--- src/rtl/core/spi_pkg.sv ---
// shared constants and types for the stroke point interpolator
// no dependencies; spi_div, spi_back and the top level refer to it by scoped names
package spi_pkg;

    localparam int COORD_BITS_DEFAULT  = 12;
    localparam int QUEUE_DEPTH_DEFAULT = 2;

    localparam int STEPS_BITS   = 6;
    localparam int HEIGHT_BITS  = 11;
    localparam int STEPS_RESET  = 30;
    localparam int STEPS_LIMIT  = 32;
    localparam int HEIGHT_RESET = 480;

    localparam int CFG_INDEX_BITS = 2;
    localparam int CFG_DATA_BITS  = 11;

    localparam logic [CFG_INDEX_BITS-1:0] CFG_MAX_STEPS     = 2'd0;
    localparam logic [CFG_INDEX_BITS-1:0] CFG_CANVAS_HEIGHT = 2'd1;

    // handshake between the sequencer and the shared divider
    typedef struct packed {
        logic busy;
        logic done;
    } spi_div_status_t;

endpackage

--- src/rtl/core/spi_div.sv ---
// iterative restoring divider, one quotient bit per cycle
// depends on spi_pkg for the status struct
module spi_div #(
    parameter int W = 24
) (
    input  logic                     clk,
    input  logic                     rst_n,
    input  logic                     start,
    input  logic [W-1:0]             num,
    input  logic [W-1:0]             den,
    output spi_pkg::spi_div_status_t status,
    output logic [W-1:0]             quo,
    output logic [W-1:0]             rem
);

    localparam int CNT_W = $clog2(W + 1);

    logic [CNT_W-1:0] count_reg;
    logic             done_reg;
    logic [W-1:0]     quo_reg;
    logic [W-1:0]     rem_reg;
    logic [W-1:0]     den_reg;

    logic [W:0]       rem_sh;
    logic [W:0]       diff;
    logic             ge;

    always_comb
    begin
        rem_sh = {rem_reg, quo_reg[W-1]};
        diff   = rem_sh - {1'b0, den_reg};
        ge     = rem_sh >= {1'b0, den_reg};
    end

    always_ff @(posedge clk or negedge rst_n)
    begin
        if (!rst_n)
        begin
            count_reg <= '0;
            done_reg  <= 1'b0;
        end
        else
        begin
            done_reg <= (count_reg == CNT_W'(1)) && !start;
            if (start)
                count_reg <= CNT_W'(W);
            else if (count_reg != '0)
                count_reg <= count_reg - CNT_W'(1);
        end
    end

    always_ff @(posedge clk)
    begin
        if (start)
        begin
            quo_reg <= num;
            rem_reg <= '0;
            den_reg <= den;
        end
        else if (count_reg != '0)
        begin
            rem_reg <= ge ? diff[W-1:0] : rem_sh[W-1:0];
            quo_reg <= {quo_reg[W-2:0], ge};
        end
    end

    assign status.busy = count_reg != '0;
    assign status.done = done_reg;
    assign quo         = quo_reg;
    assign rem         = rem_reg;

endmodule

--- src/rtl/core/spi_fifo.sv ---
// short command queue between the event front end and the point sequencer
// no package dependencies; depth of at least two
module spi_fifo #(
    parameter int WIDTH = 63,
    parameter int DEPTH = 2
) (
    input  logic             clk,
    input  logic             rst_n,
    input  logic             push_valid,
    output logic             push_ready,
    input  logic [WIDTH-1:0] push_data,
    output logic             pop_valid,
    input  logic             pop_ready,
    output logic [WIDTH-1:0] pop_data
);

    localparam int PTR_W = $clog2(DEPTH);
    localparam int CNT_W = $clog2(DEPTH + 1);

    logic [WIDTH-1:0] mem_reg [DEPTH];
    logic [PTR_W-1:0] wr_ptr_reg;
    logic [PTR_W-1:0] rd_ptr_reg;
    logic [CNT_W-1:0] count_reg;

    logic do_push;
    logic do_pop;

    assign push_ready = count_reg != CNT_W'(DEPTH);
    assign pop_valid  = count_reg != '0;
    assign pop_data   = mem_reg[rd_ptr_reg];
    assign do_push    = push_valid && push_ready;
    assign do_pop     = pop_valid && pop_ready;

    always_ff @(posedge clk or negedge rst_n)
    begin
        if (!rst_n)
        begin
            wr_ptr_reg <= '0;
            rd_ptr_reg <= '0;
            count_reg  <= '0;
        end
        else
        begin
            if (do_push)
                wr_ptr_reg <= (wr_ptr_reg == PTR_W'(DEPTH - 1)) ? '0 : wr_ptr_reg + PTR_W'(1);
            if (do_pop)
                rd_ptr_reg <= (rd_ptr_reg == PTR_W'(DEPTH - 1)) ? '0 : rd_ptr_reg + PTR_W'(1);
            if (do_push && !do_pop)
                count_reg <= count_reg + CNT_W'(1);
            else if (do_pop && !do_push)
                count_reg <= count_reg - CNT_W'(1);
        end
    end

    always_ff @(posedge clk)
    begin
        if (do_push)
            mem_reg[wr_ptr_reg] <= push_data;
    end

endmodule

--- src/rtl/core/spi_front.sv ---
// event front end: keeps the last point, computes deltas and distance, queues commands
// no package dependencies; command layout is shared with spi_back
module spi_front #(
    parameter int C = 12
) (
    input  logic             clk,
    input  logic             rst_n,
    input  logic             in_valid,
    output logic             in_ready,
    input  logic             in_drag,
    input  logic [C-1:0]     in_x,
    input  logic [C-1:0]     in_y,
    output logic             push_valid,
    input  logic             push_ready,
    output logic [5*C+2:0]   push_data
);

    logic [C-1:0] prev_x_reg;
    logic [C-1:0] prev_y_reg;

    logic [C:0]   dx;
    logic [C:0]   dy;
    logic [C:0]   ax_w;
    logic [C:0]   ay_w;
    logic [C-1:0] ax;
    logic [C-1:0] ay;
    logic [C-1:0] n;
    logic [C-1:0] start_x;
    logic [C-1:0] start_y;
    logic         accept;

    always_comb
    begin
        dx      = {in_x[C-1], in_x} - {prev_x_reg[C-1], prev_x_reg};
        dy      = {in_y[C-1], in_y} - {prev_y_reg[C-1], prev_y_reg};
        ax_w    = dx[C] ? -dx : dx;
        ay_w    = dy[C] ? -dy : dy;
        ax      = ax_w[C-1:0];
        ay      = ay_w[C-1:0];
        n       = (ax >= ay) ? ax : ay;
        // a press starts and ends at its own point
        start_x = in_drag ? prev_x_reg : in_x;
        start_y = in_drag ? prev_y_reg : in_y;
    end

    // a drag with no movement is dropped here, nothing to emit
    assign in_ready   = push_ready;
    assign push_valid = in_valid && (!in_drag || (n != '0));
    assign push_data  = {in_drag, n, dy, dx, start_y, start_x};
    assign accept     = in_valid && in_ready;

    always_ff @(posedge clk or negedge rst_n)
    begin
        if (!rst_n)
        begin
            prev_x_reg <= '0;
            prev_y_reg <= '0;
        end
        else if (accept)
        begin
            prev_x_reg <= in_x;
            prev_y_reg <= in_y;
        end
    end

endmodule

--- src/rtl/core/spi_back.sv ---
// point sequencer: stride and step division on the shared divider, then one point a cycle
// when not stalled; depends on spi_pkg, spi_div; command layout shared with spi_front
module spi_back #(
    parameter int C = 12
) (
    input  logic                              clk,
    input  logic                              rst_n,
    input  logic                              cmd_valid,
    output logic                              cmd_ready,
    input  logic [5*C+2:0]                    cmd_data,
    input  logic [spi_pkg::STEPS_BITS-1:0]    step_cap,
    input  logic [spi_pkg::HEIGHT_BITS-1:0]   canvas_height,
    output logic                              out_valid,
    input  logic                              out_ready,
    output logic [C-1:0]                      out_x,
    output logic [C:0]                        out_y,
    output logic                              out_last
);

    localparam int DW = 2 * C;
    localparam int YW = (C + 2 > spi_pkg::HEIGHT_BITS + 1) ? C + 2 : spi_pkg::HEIGHT_BITS + 1;
    localparam int SB = spi_pkg::STEPS_BITS;

    typedef enum logic [5:0] {
        ST_IDLE  = 6'b000001,
        ST_DIV_S = 6'b000010,
        ST_MUL   = 6'b000100,
        ST_DIV_X = 6'b001000,
        ST_DIV_Y = 6'b010000,
        ST_EMIT  = 6'b100000
    } spi_state_t;

    spi_state_t state_reg, state_next;

    logic                 out_valid_reg, out_valid_next;
    logic [C-1:0]         out_x_reg, out_x_next;
    logic [C:0]           out_y_reg, out_y_next;
    logic                 out_last_reg, out_last_next;

    logic [C-1:0]         n_reg, n_next;
    logic [C-1:0]         ax_reg, ax_next;
    logic [C-1:0]         ay_reg, ay_next;
    logic                 dx_neg_reg, dx_neg_next;
    logic                 dy_neg_reg, dy_neg_next;
    logic [C-1:0]         stride_reg, stride_next;
    logic [DW-1:0]        prod_x_reg, prod_x_next;
    logic [DW-1:0]        prod_y_reg, prod_y_next;
    logic signed [C+1:0]  qx_reg, qx_next;
    logic signed [C+1:0]  qy_reg, qy_next;
    logic [C-1:0]         rx_reg, rx_next;
    logic [C-1:0]         ry_reg, ry_next;
    logic signed [C+1:0]  qsx_reg, qsx_next;
    logic signed [C+1:0]  qsy_reg, qsy_next;
    logic [C-1:0]         rsx_reg, rsx_next;
    logic [C-1:0]         rsy_reg, rsy_next;
    logic [C:0]           i_reg, i_next;

    logic                     div_start;
    logic [DW-1:0]            div_num;
    logic [DW-1:0]            div_den;
    spi_pkg::spi_div_status_t div_status;
    logic [DW-1:0]            div_quo;
    logic [DW-1:0]            div_rem;

    logic [C-1:0]         cmd_x;
    logic [C-1:0]         cmd_y;
    logic [C:0]           cmd_dx;
    logic [C:0]           cmd_dy;
    logic [C-1:0]         cmd_n;
    logic                 cmd_drag;
    logic [C:0]           cmd_ax_w;
    logic [C:0]           cmd_ay_w;
    logic [SB-1:0]        ms_clamp;
    logic [C-1:0]         stride_c;

    logic signed [C+1:0]  tx;
    logic signed [C+1:0]  ty;
    logic signed [YW-1:0] fy;
    logic [C+1:0]         reach;
    logic                 last_c;
    logic [C:0]           rsum_x;
    logic [C:0]           rsum_y;
    logic [C:0]           rdiff_x;
    logic [C:0]           rdiff_y;
    logic                 wrap_x;
    logic                 wrap_y;
    logic                 load_out;

    // floor-divided step: quotient and a remainder kept in [0, n)
    function automatic logic [2*C+1:0] floor_step(input logic neg, input logic [DW-1:0] quo,
                                                  input logic [DW-1:0] rem,
                                                  input logic [C-1:0] n);
        logic signed [C+1:0] qmag;
        logic signed [C+1:0] q;
        logic [C-1:0]        r;
        qmag = signed'({2'b00, quo[C-1:0]});
        if (!neg)
        begin
            q = qmag;
            r = rem[C-1:0];
        end
        else if (rem[C-1:0] == '0)
        begin
            q = -qmag;
            r = '0;
        end
        else
        begin
            q = -qmag - (C+2)'(1);
            r = n - rem[C-1:0];
        end
        return {q, r};
    endfunction

    spi_div #(
        .W (DW)
    ) u_div (
        .clk    (clk),
        .rst_n  (rst_n),
        .start  (div_start),
        .num    (div_num),
        .den    (div_den),
        .status (div_status),
        .quo    (div_quo),
        .rem    (div_rem)
    );

    always_comb
    begin
        cmd_x    = cmd_data[C-1:0];
        cmd_y    = cmd_data[2*C-1:C];
        cmd_dx   = cmd_data[3*C:2*C];
        cmd_dy   = cmd_data[4*C+1:3*C+1];
        cmd_n    = cmd_data[5*C+1:4*C+2];
        cmd_drag = cmd_data[5*C+2];
        cmd_ax_w = cmd_dx[C] ? -cmd_dx : cmd_dx;
        cmd_ay_w = cmd_dy[C] ? -cmd_dy : cmd_dy;

        if (step_cap == '0)
            ms_clamp = SB'(1);
        else if (step_cap > SB'(spi_pkg::STEPS_LIMIT))
            ms_clamp = SB'(spi_pkg::STEPS_LIMIT);
        else
            ms_clamp = step_cap;

        // quotient zero means n below the cap
        stride_c = (div_quo == '0) ? C'(1) : div_quo[C-1:0];

        // truncate toward zero from the floor form
        tx = (qx_reg[C+1] && (rx_reg != '0)) ? qx_reg + (C+2)'(1) : qx_reg;
        ty = (qy_reg[C+1] && (ry_reg != '0)) ? qy_reg + (C+2)'(1) : qy_reg;
        fy = signed'(YW'(canvas_height)) - YW'(ty);

        reach  = {1'b0, i_reg} + {2'b00, stride_reg};
        last_c = reach >= {2'b00, n_reg};

        rsum_x  = {1'b0, rx_reg} + {1'b0, rsx_reg};
        rsum_y  = {1'b0, ry_reg} + {1'b0, rsy_reg};
        rdiff_x = rsum_x - {1'b0, n_reg};
        rdiff_y = rsum_y - {1'b0, n_reg};
        wrap_x  = rsum_x >= {1'b0, n_reg};
        wrap_y  = rsum_y >= {1'b0, n_reg};

        load_out = (state_reg == ST_EMIT) && (!out_valid_reg || out_ready);
    end

    always_comb
    begin
        state_next     = state_reg;
        out_valid_next = out_valid_reg;
        out_x_next     = out_x_reg;
        out_y_next     = out_y_reg;
        out_last_next  = out_last_reg;
        n_next         = n_reg;
        ax_next        = ax_reg;
        ay_next        = ay_reg;
        dx_neg_next    = dx_neg_reg;
        dy_neg_next    = dy_neg_reg;
        stride_next    = stride_reg;
        prod_x_next    = prod_x_reg;
        prod_y_next    = prod_y_reg;
        qx_next        = qx_reg;
        qy_next        = qy_reg;
        rx_next        = rx_reg;
        ry_next        = ry_reg;
        qsx_next       = qsx_reg;
        qsy_next       = qsy_reg;
        rsx_next       = rsx_reg;
        rsy_next       = rsy_reg;
        i_next         = i_reg;
        cmd_ready      = 1'b0;
        div_start      = 1'b0;
        div_num        = prod_x_reg;
        div_den        = DW'(n_reg);

        if (out_valid_reg && out_ready)
            out_valid_next = 1'b0;

        case (state_reg)
            ST_IDLE:
            begin
                cmd_ready = 1'b1;
                if (cmd_valid)
                begin
                    qx_next     = signed'({{2{cmd_x[C-1]}}, cmd_x});
                    qy_next     = signed'({{2{cmd_y[C-1]}}, cmd_y});
                    rx_next     = '0;
                    ry_next     = '0;
                    i_next      = '0;
                    ax_next     = cmd_ax_w[C-1:0];
                    ay_next     = cmd_ay_w[C-1:0];
                    dx_neg_next = cmd_dx[C];
                    dy_neg_next = cmd_dy[C];
                    if (cmd_drag)
                    begin
                        n_next     = cmd_n;
                        div_start  = 1'b1;
                        div_num    = DW'(cmd_n);
                        div_den    = DW'(ms_clamp);
                        state_next = ST_DIV_S;
                    end
                    else
                    begin
                        // a press is a one-point run
                        n_next      = C'(1);
                        stride_next = C'(1);
                        state_next  = ST_EMIT;
                    end
                end
            end
            ST_DIV_S:
            begin
                if (div_status.done)
                begin
                    stride_next = stride_c;
                    prod_x_next = {{C{1'b0}}, stride_c} * {{C{1'b0}}, ax_reg};
                    prod_y_next = {{C{1'b0}}, stride_c} * {{C{1'b0}}, ay_reg};
                    state_next  = ST_MUL;
                end
            end
            ST_MUL:
            begin
                div_start  = 1'b1;
                div_num    = prod_x_reg;
                state_next = ST_DIV_X;
            end
            ST_DIV_X:
            begin
                if (div_status.done)
                begin
                    {qsx_next, rsx_next} = floor_step(dx_neg_reg, div_quo, div_rem, n_reg);
                    div_start  = 1'b1;
                    div_num    = prod_y_reg;
                    state_next = ST_DIV_Y;
                end
            end
            ST_DIV_Y:
            begin
                if (div_status.done)
                begin
                    {qsy_next, rsy_next} = floor_step(dy_neg_reg, div_quo, div_rem, n_reg);
                    state_next = ST_EMIT;
                end
            end
            ST_EMIT:
            begin
                if (load_out)
                begin
                    out_valid_next = 1'b1;
                    out_x_next     = tx[C-1:0];
                    out_y_next     = fy[C:0];
                    out_last_next  = last_c;
                    i_next         = reach[C:0];
                    qx_next        = qx_reg + qsx_reg + (wrap_x ? (C+2)'(1) : (C+2)'(0));
                    qy_next        = qy_reg + qsy_reg + (wrap_y ? (C+2)'(1) : (C+2)'(0));
                    rx_next        = wrap_x ? rdiff_x[C-1:0] : rsum_x[C-1:0];
                    ry_next        = wrap_y ? rdiff_y[C-1:0] : rsum_y[C-1:0];
                    if (last_c)
                        state_next = ST_IDLE;
                end
            end
            default:
            begin
                state_next = ST_IDLE;
            end
        endcase
    end

    always_ff @(posedge clk or negedge rst_n)
    begin
        if (!rst_n)
        begin
            state_reg     <= ST_IDLE;
            out_valid_reg <= 1'b0;
        end
        else
        begin
            state_reg     <= state_next;
            out_valid_reg <= out_valid_next;
        end
    end

    always_ff @(posedge clk)
    begin
        out_x_reg    <= out_x_next;
        out_y_reg    <= out_y_next;
        out_last_reg <= out_last_next;
        n_reg        <= n_next;
        ax_reg       <= ax_next;
        ay_reg       <= ay_next;
        dx_neg_reg   <= dx_neg_next;
        dy_neg_reg   <= dy_neg_next;
        stride_reg   <= stride_next;
        prod_x_reg   <= prod_x_next;
        prod_y_reg   <= prod_y_next;
        qx_reg       <= qx_next;
        qy_reg       <= qy_next;
        rx_reg       <= rx_next;
        ry_reg       <= ry_next;
        qsx_reg      <= qsx_next;
        qsy_reg      <= qsy_next;
        rsx_reg      <= rsx_next;
        rsy_reg      <= rsy_next;
        i_reg        <= i_next;
    end

    assign out_valid = out_valid_reg;
    assign out_x     = out_x_reg;
    assign out_y     = out_y_reg;
    assign out_last  = out_last_reg;

endmodule

--- src/rtl/core/stroke_point_interpolator.sv ---
// top level of the stroke point interpolator: config registers, front end, queue, sequencer
// depends on spi_pkg, spi_front, spi_fifo, spi_back (and spi_div below it)
//
//  channel   direction  handshake           payload
//  s_*       in         s_tvalid/s_tready   s_tdata {pos_y, pos_x}, s_tuser mode
//  m_*       out        m_tvalid/m_tready   m_tdata {stamp_y, stamp_x}, m_tlast last_of_run
//  cfg_*     in         cfg_valid/cfg_ready cfg_index, cfg_data
//
// a press passes through the queue and the sequencer to the output register; a drag
// first runs three divisions on the shared divider (stride, x step, y step), then it
// emits ceil(n/stride) points, one per cycle while m_tready does not hold the output;
// a drag with no movement emits nothing
// the queue of QUEUE_DEPTH commands lets events enter while the sequencer works or the
// output stalls; m_tready low holds the output register and the emitting sequencer
// reset clears the last point to zero and loads the register defaults; no clearing pass
module stroke_point_interpolator #(
    parameter int COORD_BITS  = spi_pkg::COORD_BITS_DEFAULT,
    parameter int QUEUE_DEPTH = spi_pkg::QUEUE_DEPTH_DEFAULT,
    localparam int IN_W  = ((2 * COORD_BITS + 7) / 8) * 8,
    localparam int OUT_W = ((2 * COORD_BITS + 1 + 7) / 8) * 8
) (
    input  logic                               clk,
    input  logic                               rst_n,
    input  logic                               s_tvalid,
    output logic                               s_tready,
    input  logic [IN_W-1:0]                    s_tdata,   // pos_x, pos_y, zero pad
    input  logic                               s_tuser,   // mode
    output logic                               m_tvalid,
    input  logic                               m_tready,
    output logic [OUT_W-1:0]                   m_tdata,   // stamp_x, stamp_y, zero pad
    output logic                               m_tlast,
    input  logic                               cfg_valid,
    output logic                               cfg_ready,
    input  logic [spi_pkg::CFG_INDEX_BITS-1:0] cfg_index,
    input  logic [spi_pkg::CFG_DATA_BITS-1:0]  cfg_data
);

    localparam int C     = COORD_BITS;
    localparam int CMD_W = 5 * C + 3;

    logic [spi_pkg::STEPS_BITS-1:0]  step_cap_reg;
    logic [spi_pkg::HEIGHT_BITS-1:0] canvas_height_reg;

    logic             push_valid;
    logic             push_ready;
    logic [CMD_W-1:0] push_data;
    logic             pop_valid;
    logic             pop_ready;
    logic [CMD_W-1:0] pop_data;
    logic [C-1:0]     out_x;
    logic [C:0]       out_y;

    assign cfg_ready = 1'b1;

    always_ff @(posedge clk or negedge rst_n)
    begin
        if (!rst_n)
        begin
            step_cap_reg      <= spi_pkg::STEPS_BITS'(spi_pkg::STEPS_RESET);
            canvas_height_reg <= spi_pkg::HEIGHT_BITS'(spi_pkg::HEIGHT_RESET);
        end
        else if (cfg_valid && cfg_ready)
        begin
            case (cfg_index)
                spi_pkg::CFG_MAX_STEPS:
                    step_cap_reg <= cfg_data[spi_pkg::STEPS_BITS-1:0];
                spi_pkg::CFG_CANVAS_HEIGHT:
                    canvas_height_reg <= cfg_data[spi_pkg::HEIGHT_BITS-1:0];
                default:
                begin
                end
            endcase
        end
    end

    spi_front #(
        .C (C)
    ) u_front (
        .clk        (clk),
        .rst_n      (rst_n),
        .in_valid   (s_tvalid),
        .in_ready   (s_tready),
        .in_drag    (s_tuser),
        .in_x       (s_tdata[C-1:0]),
        .in_y       (s_tdata[2*C-1:C]),
        .push_valid (push_valid),
        .push_ready (push_ready),
        .push_data  (push_data)
    );

    spi_fifo #(
        .WIDTH (CMD_W),
        .DEPTH (QUEUE_DEPTH)
    ) u_fifo (
        .clk        (clk),
        .rst_n      (rst_n),
        .push_valid (push_valid),
        .push_ready (push_ready),
        .push_data  (push_data),
        .pop_valid  (pop_valid),
        .pop_ready  (pop_ready),
        .pop_data   (pop_data)
    );

    spi_back #(
        .C (C)
    ) u_back (
        .clk           (clk),
        .rst_n         (rst_n),
        .cmd_valid     (pop_valid),
        .cmd_ready     (pop_ready),
        .cmd_data      (pop_data),
        .step_cap      (step_cap_reg),
        .canvas_height (canvas_height_reg),
        .out_valid     (m_tvalid),
        .out_ready     (m_tready),
        .out_x         (out_x),
        .out_y         (out_y),
        .out_last      (m_tlast)
    );

    assign m_tdata = OUT_W'({out_y, out_x});

endmodule

--- config.mk ---
export PLATFORM = sky130hd
export DESIGN_NAME = stroke_point_interpolator
export DESIGN_NICKNAME = d
export VERILOG_FILES = /design/src/rtl/core/spi_pkg.sv /design/src/rtl/core/spi_div.sv /design/src/rtl/core/spi_fifo.sv /design/src/rtl/core/spi_front.sv /design/src/rtl/core/spi_back.sv /design/src/rtl/core/stroke_point_interpolator.sv
export SDC_FILE = /design/constraint.sdc
export NUM_CORES = 2
export LEC_CHECK = 0
export ABC_CLOCK_PERIOD_IN_PS = 9900
export BUFFER_PORTS_ARGS = -buffer_cell sky130_fd_sc_hd__buf_4
export CAP_MARGIN = 10
export CORE_ASPECT_RATIO = 0.9
export CORE_MARGIN = 10
export CORE_UTILIZATION = 45
export CTS_BUF_LIST = sky130_fd_sc_hd__clkbuf_4 sky130_fd_sc_hd__clkbuf_8 sky130_fd_sc_hd__clkbuf_16
export CTS_CLUSTER_DIAMETER = 40
export DETAILED_ROUTE_END_ITERATION = 10
export GPL_ROUTABILITY_DRIVEN = 1
export GPL_TIMING_DRIVEN = 1
export REMOVE_ABC_BUFFERS = 1
export SLEW_MARGIN = 30
export SYNTH_ARGS = -nofsm -noshare
export SYNTH_HDL_FRONTEND = slang
export SYNTH_HIERARCHICAL = 1
export SYNTH_SLANG_ARGS = --single-unit
export TNS_END_PERCENT = 20
--- constraint.sdc ---
create_clock -name clk -period 9.9 [get_ports clk]
set_input_delay 1.98 -clock clk [delete_from_list [all_inputs] [get_ports clk]]
set_output_delay 1.98 -clock clk [all_outputs]
set_load 0.05 [all_outputs]
* Word-level counts from Yosys, hierarchy flattened
Memory sizes are Yosys's and may differ from the RTL's.
Cells that the tools add are included.
W data, S select, Z words.
** Word-level totals
- Bits in writable memories :: 126
- ROM bits :: 0
- Output and inout bits :: 36
- Memories :: 1
- Flip-flop bits (word level) :: 371
- Input port bits :: 43
- Latch bits :: 0
** Cells by class
- Divide/modulo/power cells :: 0
- Multiplexer cells :: 74
- Bitwise logic cells :: 0
- Reduce and logical (&&, ||, !) cells :: 41
- $lt $le $gt $ge :: 6
- Add/sub/neg operators :: 27
- Equality and inequality tests :: 16
- Multiply operators :: 2
- Shifts and indexed selects :: 0
** Memories
- u_fifo.mem_reg :: words 2, width 63, rd ports 1, clocked after memory_dff 0, wr ports 1, line spi_fifo.sv:20 : logic [WIDTH-1:0] mem_reg [DEPTH];
** Operators with widths (count)
- $mux W12 :: 25
- $mux W24 :: 6
- $pmux W12 S2 :: 3
- $mux W14 :: 5
- $add A14 B14 Y14 :: 4
- $pmux W14 S2 :: 2
- $mux W6 :: 9
- $mul A12 B12 Y24 :: 2
- $neg A12 Y12 :: 4
- $pmux W24 S2 :: 1
- $mux W13 :: 3
- $pmux W6 S6 :: 1
- $reduce_bool A12 Y1 :: 3
- $sub A12 B12 Y12 :: 3
- $add A12 B12 Y13 :: 2
- $ge A13 B12 Y1 :: 2
- $pmux W13 S2 :: 1
- $sub A12 B12 Y13 :: 2
- $ge A25 B24 Y1 :: 1
- $logic_not A24 Y1 :: 1
- $sub A24 B24 Y24 :: 1
- $add A13 B12 Y14 :: 1
- $ge A14 B12 Y1 :: 1
- $neg A12 Y14 :: 1
- 36 further kinds :: 82

* Depth between registers and ports, before layout
- Word-level depth :: 13
- Gate-level depth with buffers :: 30
- Mapped depth without buffers :: 27

* Cells and area by module
Netlist, hierarchy kept.
** By module, submodules not included
- spi_back :: cells an instance 2614, times used 1, area each 25275.5 µm²
- spi_fifo :: cells an instance 214, times used 1, area each 5039.8 µm²
- spi_div :: cells an instance 448, times used 1, area each 4529.3 µm²
- spi_front :: cells an instance 418, times used 1, area each 3488.3 µm²
- stroke_point_interpolator :: cells an instance 47, times used 1, area each 769.5 µm²

* Least setup slack after synthesis
No wires, ideal clock.
- Kind :: input to register
- Start point :: input s_tdata[0]
- End point :: memory u_fifo.mem_reg[0][0], enable pin
- Arrival :: 8.490 ns
- Buffers on the path :: 2
- Required time :: 9.416 ns
- Setup time :: 0.484 ns
- Cell stages on the path :: 24
- Path slack :: 0.926 ns
- Cells stage by stage :: inv_1 ha_1 inv_1 fa_1 a211oi_1 nor2_1 xnor2_1 inv_1 nor3_2 a21oi_1 xor2_1 inv_1 ha_1 a211o_1 nor4_1 o21ai_0 o22a_1 buf_6 clkbuf_1 o21ai_0 and2_1 o41a_1 nand2_1 nor2_1
** On the way
- Longest elaborated chain between the ends :: 11
** Ends and longest elaborated chain
- start: declaration :: line stroke_point_interpolator.sv:26 : input logic [IN_W-1:0] s_tdata,
- $sub A12 B12 Y13 * :: line spi_front.sv:34 : dx = {in_x[C-1], in_x} - {prev_x_reg[C-1], prev_x_reg};
- net push_data[28] :: line stroke_point_interpolator.sv:46 : logic [CMD_W-1:0] push_data;
- $neg A12 Y12 :: line spi_front.sv:36 : ax_w = dx[C] ? -dx : dx;
- $mux W12 * :: line spi_front.sv:36
- $ge A12 B12 Y1 :: line spi_front.sv:40 : n = (ax >= ay) ? ax : ay;
- $mux W12 * :: line spi_front.sv:40
- net push_data[60] :: line stroke_point_interpolator.sv:46
- $reduce_bool A12 Y1 * :: line spi_front.sv:48 : assign push_valid = in_valid && (!in_drag || (n != '0));
- $logic_or A1 B1 Y1 * :: line spi_front.sv:48
- $logic_and A1 B1 Y1 * :: line spi_front.sv:48
- net push_valid :: line stroke_point_interpolator.sv:44 : logic push_valid;
- $logic_and A1 B1 Y1 * :: line spi_fifo.sv:31 : assign do_push = push_valid && push_ready;
- $mux W1 * :: line spi_fifo.sv:57 : if (do_push)
- $mux W1 (implied by the code) * :: line spi_fifo.sv:58 : mem_reg[wr_ptr_reg] <= push_data;
- end: declaration :: line spi_fifo.sv:20
Mark *: on every way through the listed nets, which the timed path passes. The rest lies on a longest branch.

* Worst setup path after layout
- Start point :: register u_back.u_div.quo_reg[0], in the netlist u_back/u_div/quo[0]
- End point :: register u_back.prod_y_reg[23], data pin
** On the way
- Longest elaborated chain between the ends :: 3
** Ends and longest elaborated chain
- start: declaration :: line spi_div.sv:20 : logic [W-1:0] quo_reg;
- start signal: assignment :: line spi_div.sv:56 : quo_reg <= num;
- start signal: assignment :: line spi_div.sv:63 : quo_reg <= {quo_reg[W-2:0], ge};
- $logic_not A24 Y1 :: line spi_back.sv:147 : stride_c = (div_quo == '0) ? C'(1) : div_quo[C-1:0];
- $mux W12 * :: line spi_back.sv:147
- $mul A12 B12 Y24 * :: line spi_back.sv:237 : prod_y_next = {{C{1'b0}}, stride_c} * {{C{1'b0}}, ay_reg};
- end signal: assignment :: line spi_back.sv:315 : prod_y_reg <= prod_y_next;
- end: declaration :: line spi_back.sv:47 : logic [DW-1:0] prod_y_reg, prod_y_next;
Mark *: on every way between the ends. The rest lies on a longest branch, timed or not.
A chain may end at the register's enable or synchronous reset.

==> metrics list <==
- Worst reg-to-reg setup slack: ~2200 ps
* Number of antenna violations at the first check in global routing: 2
* Detailed placement HPWL: about 70000 um
- EDFF count, synth: between 400 and 500
* Worst setup path category: reg -> reg
- In the final layout, the share of cells above drive strength 1 is 13.01%.
* Clock tree from TritonCTS: yes
- Async set-reset flop share out of synthesis: between 10% and 20%
- Critical path startpoint category: register
- The first global-routing pass estimated ~150000 um of wire.
- Synthesis produced a netlist whose cell count is ~3700.
* Critical Path Fanout Max: 25
- Synthesis inferred 497 register bits.
* Register cell area after layout: between 10000 and 15000 sq um
- Number of buffers inserted during clock tree synthesis: 88
- The critical path starts at u_back/u_div/quo[0]$_DFFE_PP_.
- The tree is rooted in a clkbuf_16.
* Final setup violation count: 0
- After synthesis, the netlist uses between 100 and 150 different library cells.
* Global router's overall resource usage: between 10% and 20%
- Final-layout worst hold slack: approximately 480 ps
- Across the routed clock network, the largest skew measured is around 24 ps.
- Final routed wirelength across all metal layers: 93930 um
- Final Hold Violating Endpoints: 0
- Of the available clock period, the critical path in the final layout requires between 70% and 80%.
- After clock tree synthesis, the repair step resized 0 gates.
* Most frequently used flop master after synthesis: edfxtp_1
- The floorplan has between 100 and 150 rows.
- Antenna Violating Nets Remaining: 0
- The layout has between 7000 and 8000 filler cells.
- Transition time at the pin with the least slew margin: about 950 ps
- The H-tree was split into 3 levels.
- Clock transition at the registers of the reported paths: approximately 50 ps
- Largest net degree at the start of global routing: 68
- Fmax: between 0.1 and 0.15 GHz
* Worst min-delay path class: reg -> reg
- During placement, the flow inserted port buffers numbering 70.
- Yosys warning count: 6
- R2R depth: 25
- Number of buffers inserted by hold repair at cts: 0
- Total iterations of the first detailed-routing run: 5
- The region available for standard cell placement spans 86150 sq um.
* Max FFs per register: roughly 130
- Critical R2R Launch: u_back/u_div/quo[0]$_DFFE_PP_
- Area of the die: just under 100000 sq um
* Die Wd: ~330 um
- Routed length per placed instance: ~19 um
- Post-synthesis sequential area ratio: between 30% and 40%
- Unrepaired setup endpoints after global routing: false
- Remaining global-route overflow: 0
- Max_slew headroom: between 30% and 40%
* Worst skew pair latency: around 640 ps
- Number of clock sinks: ~500
* Final critical-path required period: around 7700 ps
- At the worst endpoint, the required time is slightly above 10000 ps.
* Starting density of the core: roughly 45%
- The first routing iteration left about 1700 violations.
- Arrival time at the worst endpoint: 8040 ps
- Per-cell via count in the routed design: about 5.4
- 79 I/O pins were placed.
- Final core occ: about half
- The final route contains ~27000 vias.
- Routability-driven placement finished with a final weighted congestion of just under 0.9.
- The worst setup path is captured at a register.
- Endpoint of the worst register-to-register path: u_back/prod_y_reg[23]$_DFFE_PP_
- In the final design database the tool counted between 4000 and 5000 nets.
- Max-cap check violation count: 0
- The area growth from synthesis to layout is 11.91%.
- The longest clock path from root to sink contains 3 buffers.
- Antenna diode instance count: 0
- Dividing the synthesized area by the synthesized cell count gives around 10 sq um.
- Summed over all failing endpoints, the final setup total negative slack is 0 ps.
* Multi-input combinational cell area: around 22000 sq um
* Total standard cell area after synthesis: between 30000 and 40000 sq um
* Outcome: finished, final reports clean
- Post CTS Setup Buffer Count: 0
* Via count of the first global-routing pass: 26656
* Final number of max-transition violations: 0
* Endpoint of the worst setup timing path: u_back/prod_y_reg[23]$_DFFE_PP_
- For this run, design rule violations remaining after detail routing come to 0.
- Die H: ~300 um
-- cell usage after synthesis, types with 24 or more instances --
| library cell | count | area (sq um) |
|---|---|---|
| a21o_1 | 65 | 488.0 |
| a21oi_1 | 124 | 620.6 |
| and2_1 | 163 | 1020 |
| clkbuf_1 | 96 | 360.4 |
| dfrtp_1 | 49 | 1226 |
| dfxtp_1 | 24 | 480.5 |
| edfxtp_1 | 415 | 12460 |
| fa_1 | 214 | 4284 |
| ha_1 | 313 | 3916 |
| inv_1 | 438 | 1644 |
| mux2_2 | 90 | 1013 |
| mux2_4 | 70 | 1051 |
| mux2i_1 | 27 | 270.3 |
| nand2_1 | 389 | 1460 |
| nand2b_1 | 29 | 181.4 |
| nand3_1 | 48 | 240.2 |
| nand4_1 | 25 | 156.4 |
| nor2_1 | 194 | 728.2 |
| nor2b_1 | 40 | 250.2 |
| nor3_1 | 50 | 250.2 |
| o21a_1 | 29 | 217.7 |
| o21ai_0 | 134 | 670.6 |
| xnor2_1 | 181 | 1585 |
| xor2_1 | 63 | 551.8 |
-- layout by cell type, fill, tap and decap left out, types with 21 or more instances in the layout --
| master | synthesis | layout |
|---|---|---|
| a211oi_1 | 22 | 22 |
| a21o_1 | 65 | 65 |
| a21oi_1 | 124 | 124 |
| a311oi_1 | 23 | 23 |
| a31oi_1 | 22 | 22 |
| and2_1 | 163 | 163 |
| and3_1 | 22 | 21 |
| buf_4 | 14 | 100 |
| clkbuf_16 | 0 | 89 |
| dfrtp_1 | 49 | 48 |
| dfxtp_1 | 24 | 24 |
| edfxtp_1 | 415 | 415 |
| fa_1 | 214 | 214 |
| ha_1 | 313 | 313 |
| inv_1 | 438 | 436 |
| mux2_2 | 90 | 90 |
| mux2_4 | 70 | 70 |
| mux2i_1 | 27 | 27 |
| nand2_1 | 389 | 389 |
| nand2b_1 | 29 | 29 |
| nand3_1 | 48 | 47 |
| nand4_1 | 25 | 25 |
| nor2_1 | 194 | 191 |
| nor2b_1 | 40 | 40 |
| nor3_1 | 50 | 50 |
| o211ai_1 | 23 | 23 |
| o21a_1 | 29 | 29 |
| o21ai_0 | 134 | 133 |
| o31ai_1 | 23 | 23 |
| xnor2_1 | 181 | 181 |
| xor2_1 | 63 | 63 |
-- cell type report --
type,instances,area share (%)
repair buffers,102,1.787
multi-input cells,2670,51.19
flip-flops and latches,497,32.93
clock inverters,64,1.730
well taps,1144,3.271
clock buffers,101,5.324
inverters,439,3.777
-- routing by layer --
| metal | track usage [%] | wire [um] | part of all wire [%] | up-vias |
|---|---|---|---|---|
| met5 | 0 | 13 | 0.014 | - |
| met4 | 5.274 | 2280 | 2.4 | 2 |
| li1 | - | - | - | 13121 |
| met1 | 25.99 | 43710 | 47 | 13123 |
| met3 | 3.370 | 4700 | 5.0 | 139 |
| met2 | 30.13 | 43230 | 46 | 552 |
-- critical path, cell delays in order, from the launching register on --
cell	delay, ps
edfxtp_1	580
inv_1	120
ha_1	300
nor2b_2	310
nand3_1	150
or3_1	490
nor3_1	300
or2_2	510
nand2_1	160
fa_1	530
fa_1	550
inv_1	60
fa_1	510
fa_1	550
inv_1	60
fa_1	520
inv_1	40
ha_1	300
o21ai_0	100
a21oi_1	230
a31oi_1	180
o21bai_1	230
nor3b_1	100
o31ai_1	250
a21oi_1	120
xor2_1	140
-- kinds of logic after synthesis --
kind of cell | Yosys count | synth area share, %
and+or+nand+nor | 1062 | 13.34
AOI/OAI and AO/OA | 629 | 11.17
buffers and inverters | 591 | 6.188
adders and majority gates | 527 | 20.97
DFF | 497 | 36.84
xor gates and xnor gates | 244 | 5.465
muxes | 188 | 6.000
other | 3 | 0.02880
-- stage by stage --
stage               setup slack, ps  instances  instance area (sq um)
finish                         2225       5017                  43760
CTS                            2252       5017                  43760
global route                   1813       5017                  43760
global placement               1730       4852                  40650
detailed placement             1737       4852                  40670
floorplan                     831.0       3606                  38390
-- how the worst min path moves through the flow --
stage / startpoint / slack, ps / end / depth (start not counted)
final: u_fifo/count_reg[1]$_DFFE_PN0P_ / 480 / u_fifo/count_reg[1]$_DFFE_PN0P_ / 1
after global routing: u_fifo/count_reg[1]$_DFFE_PN0P_ / 490 / u_fifo/count_reg[1]$_DFFE_PN0P_ / 1
after CTS: u_fifo/count_reg[1]$_DFFE_PN0P_ / 490 / u_fifo/count_reg[1]$_DFFE_PN0P_ / 1
after detailed placement: u_fifo/count_reg[1]$_DFFE_PN0P_ / 480 / u_fifo/count_reg[1]$_DFFE_PN0P_ / 1
after global placement: u_back/u_div/count_reg[4]$_DFFE_PN0P_ / 480 / u_back/u_div/count_reg[4]$_DFFE_PN0P_ / 1
after floorplan: u_back/u_div/count_reg[4]$_DFFE_PN0P_ / 450 / u_back/u_div/count_reg[4]$_DFFE_PN0P_ / 1
Power is left out: the tool's default activity adds up to more than one toggle a clock period on the data nets, which glitch-free logic cannot reach.
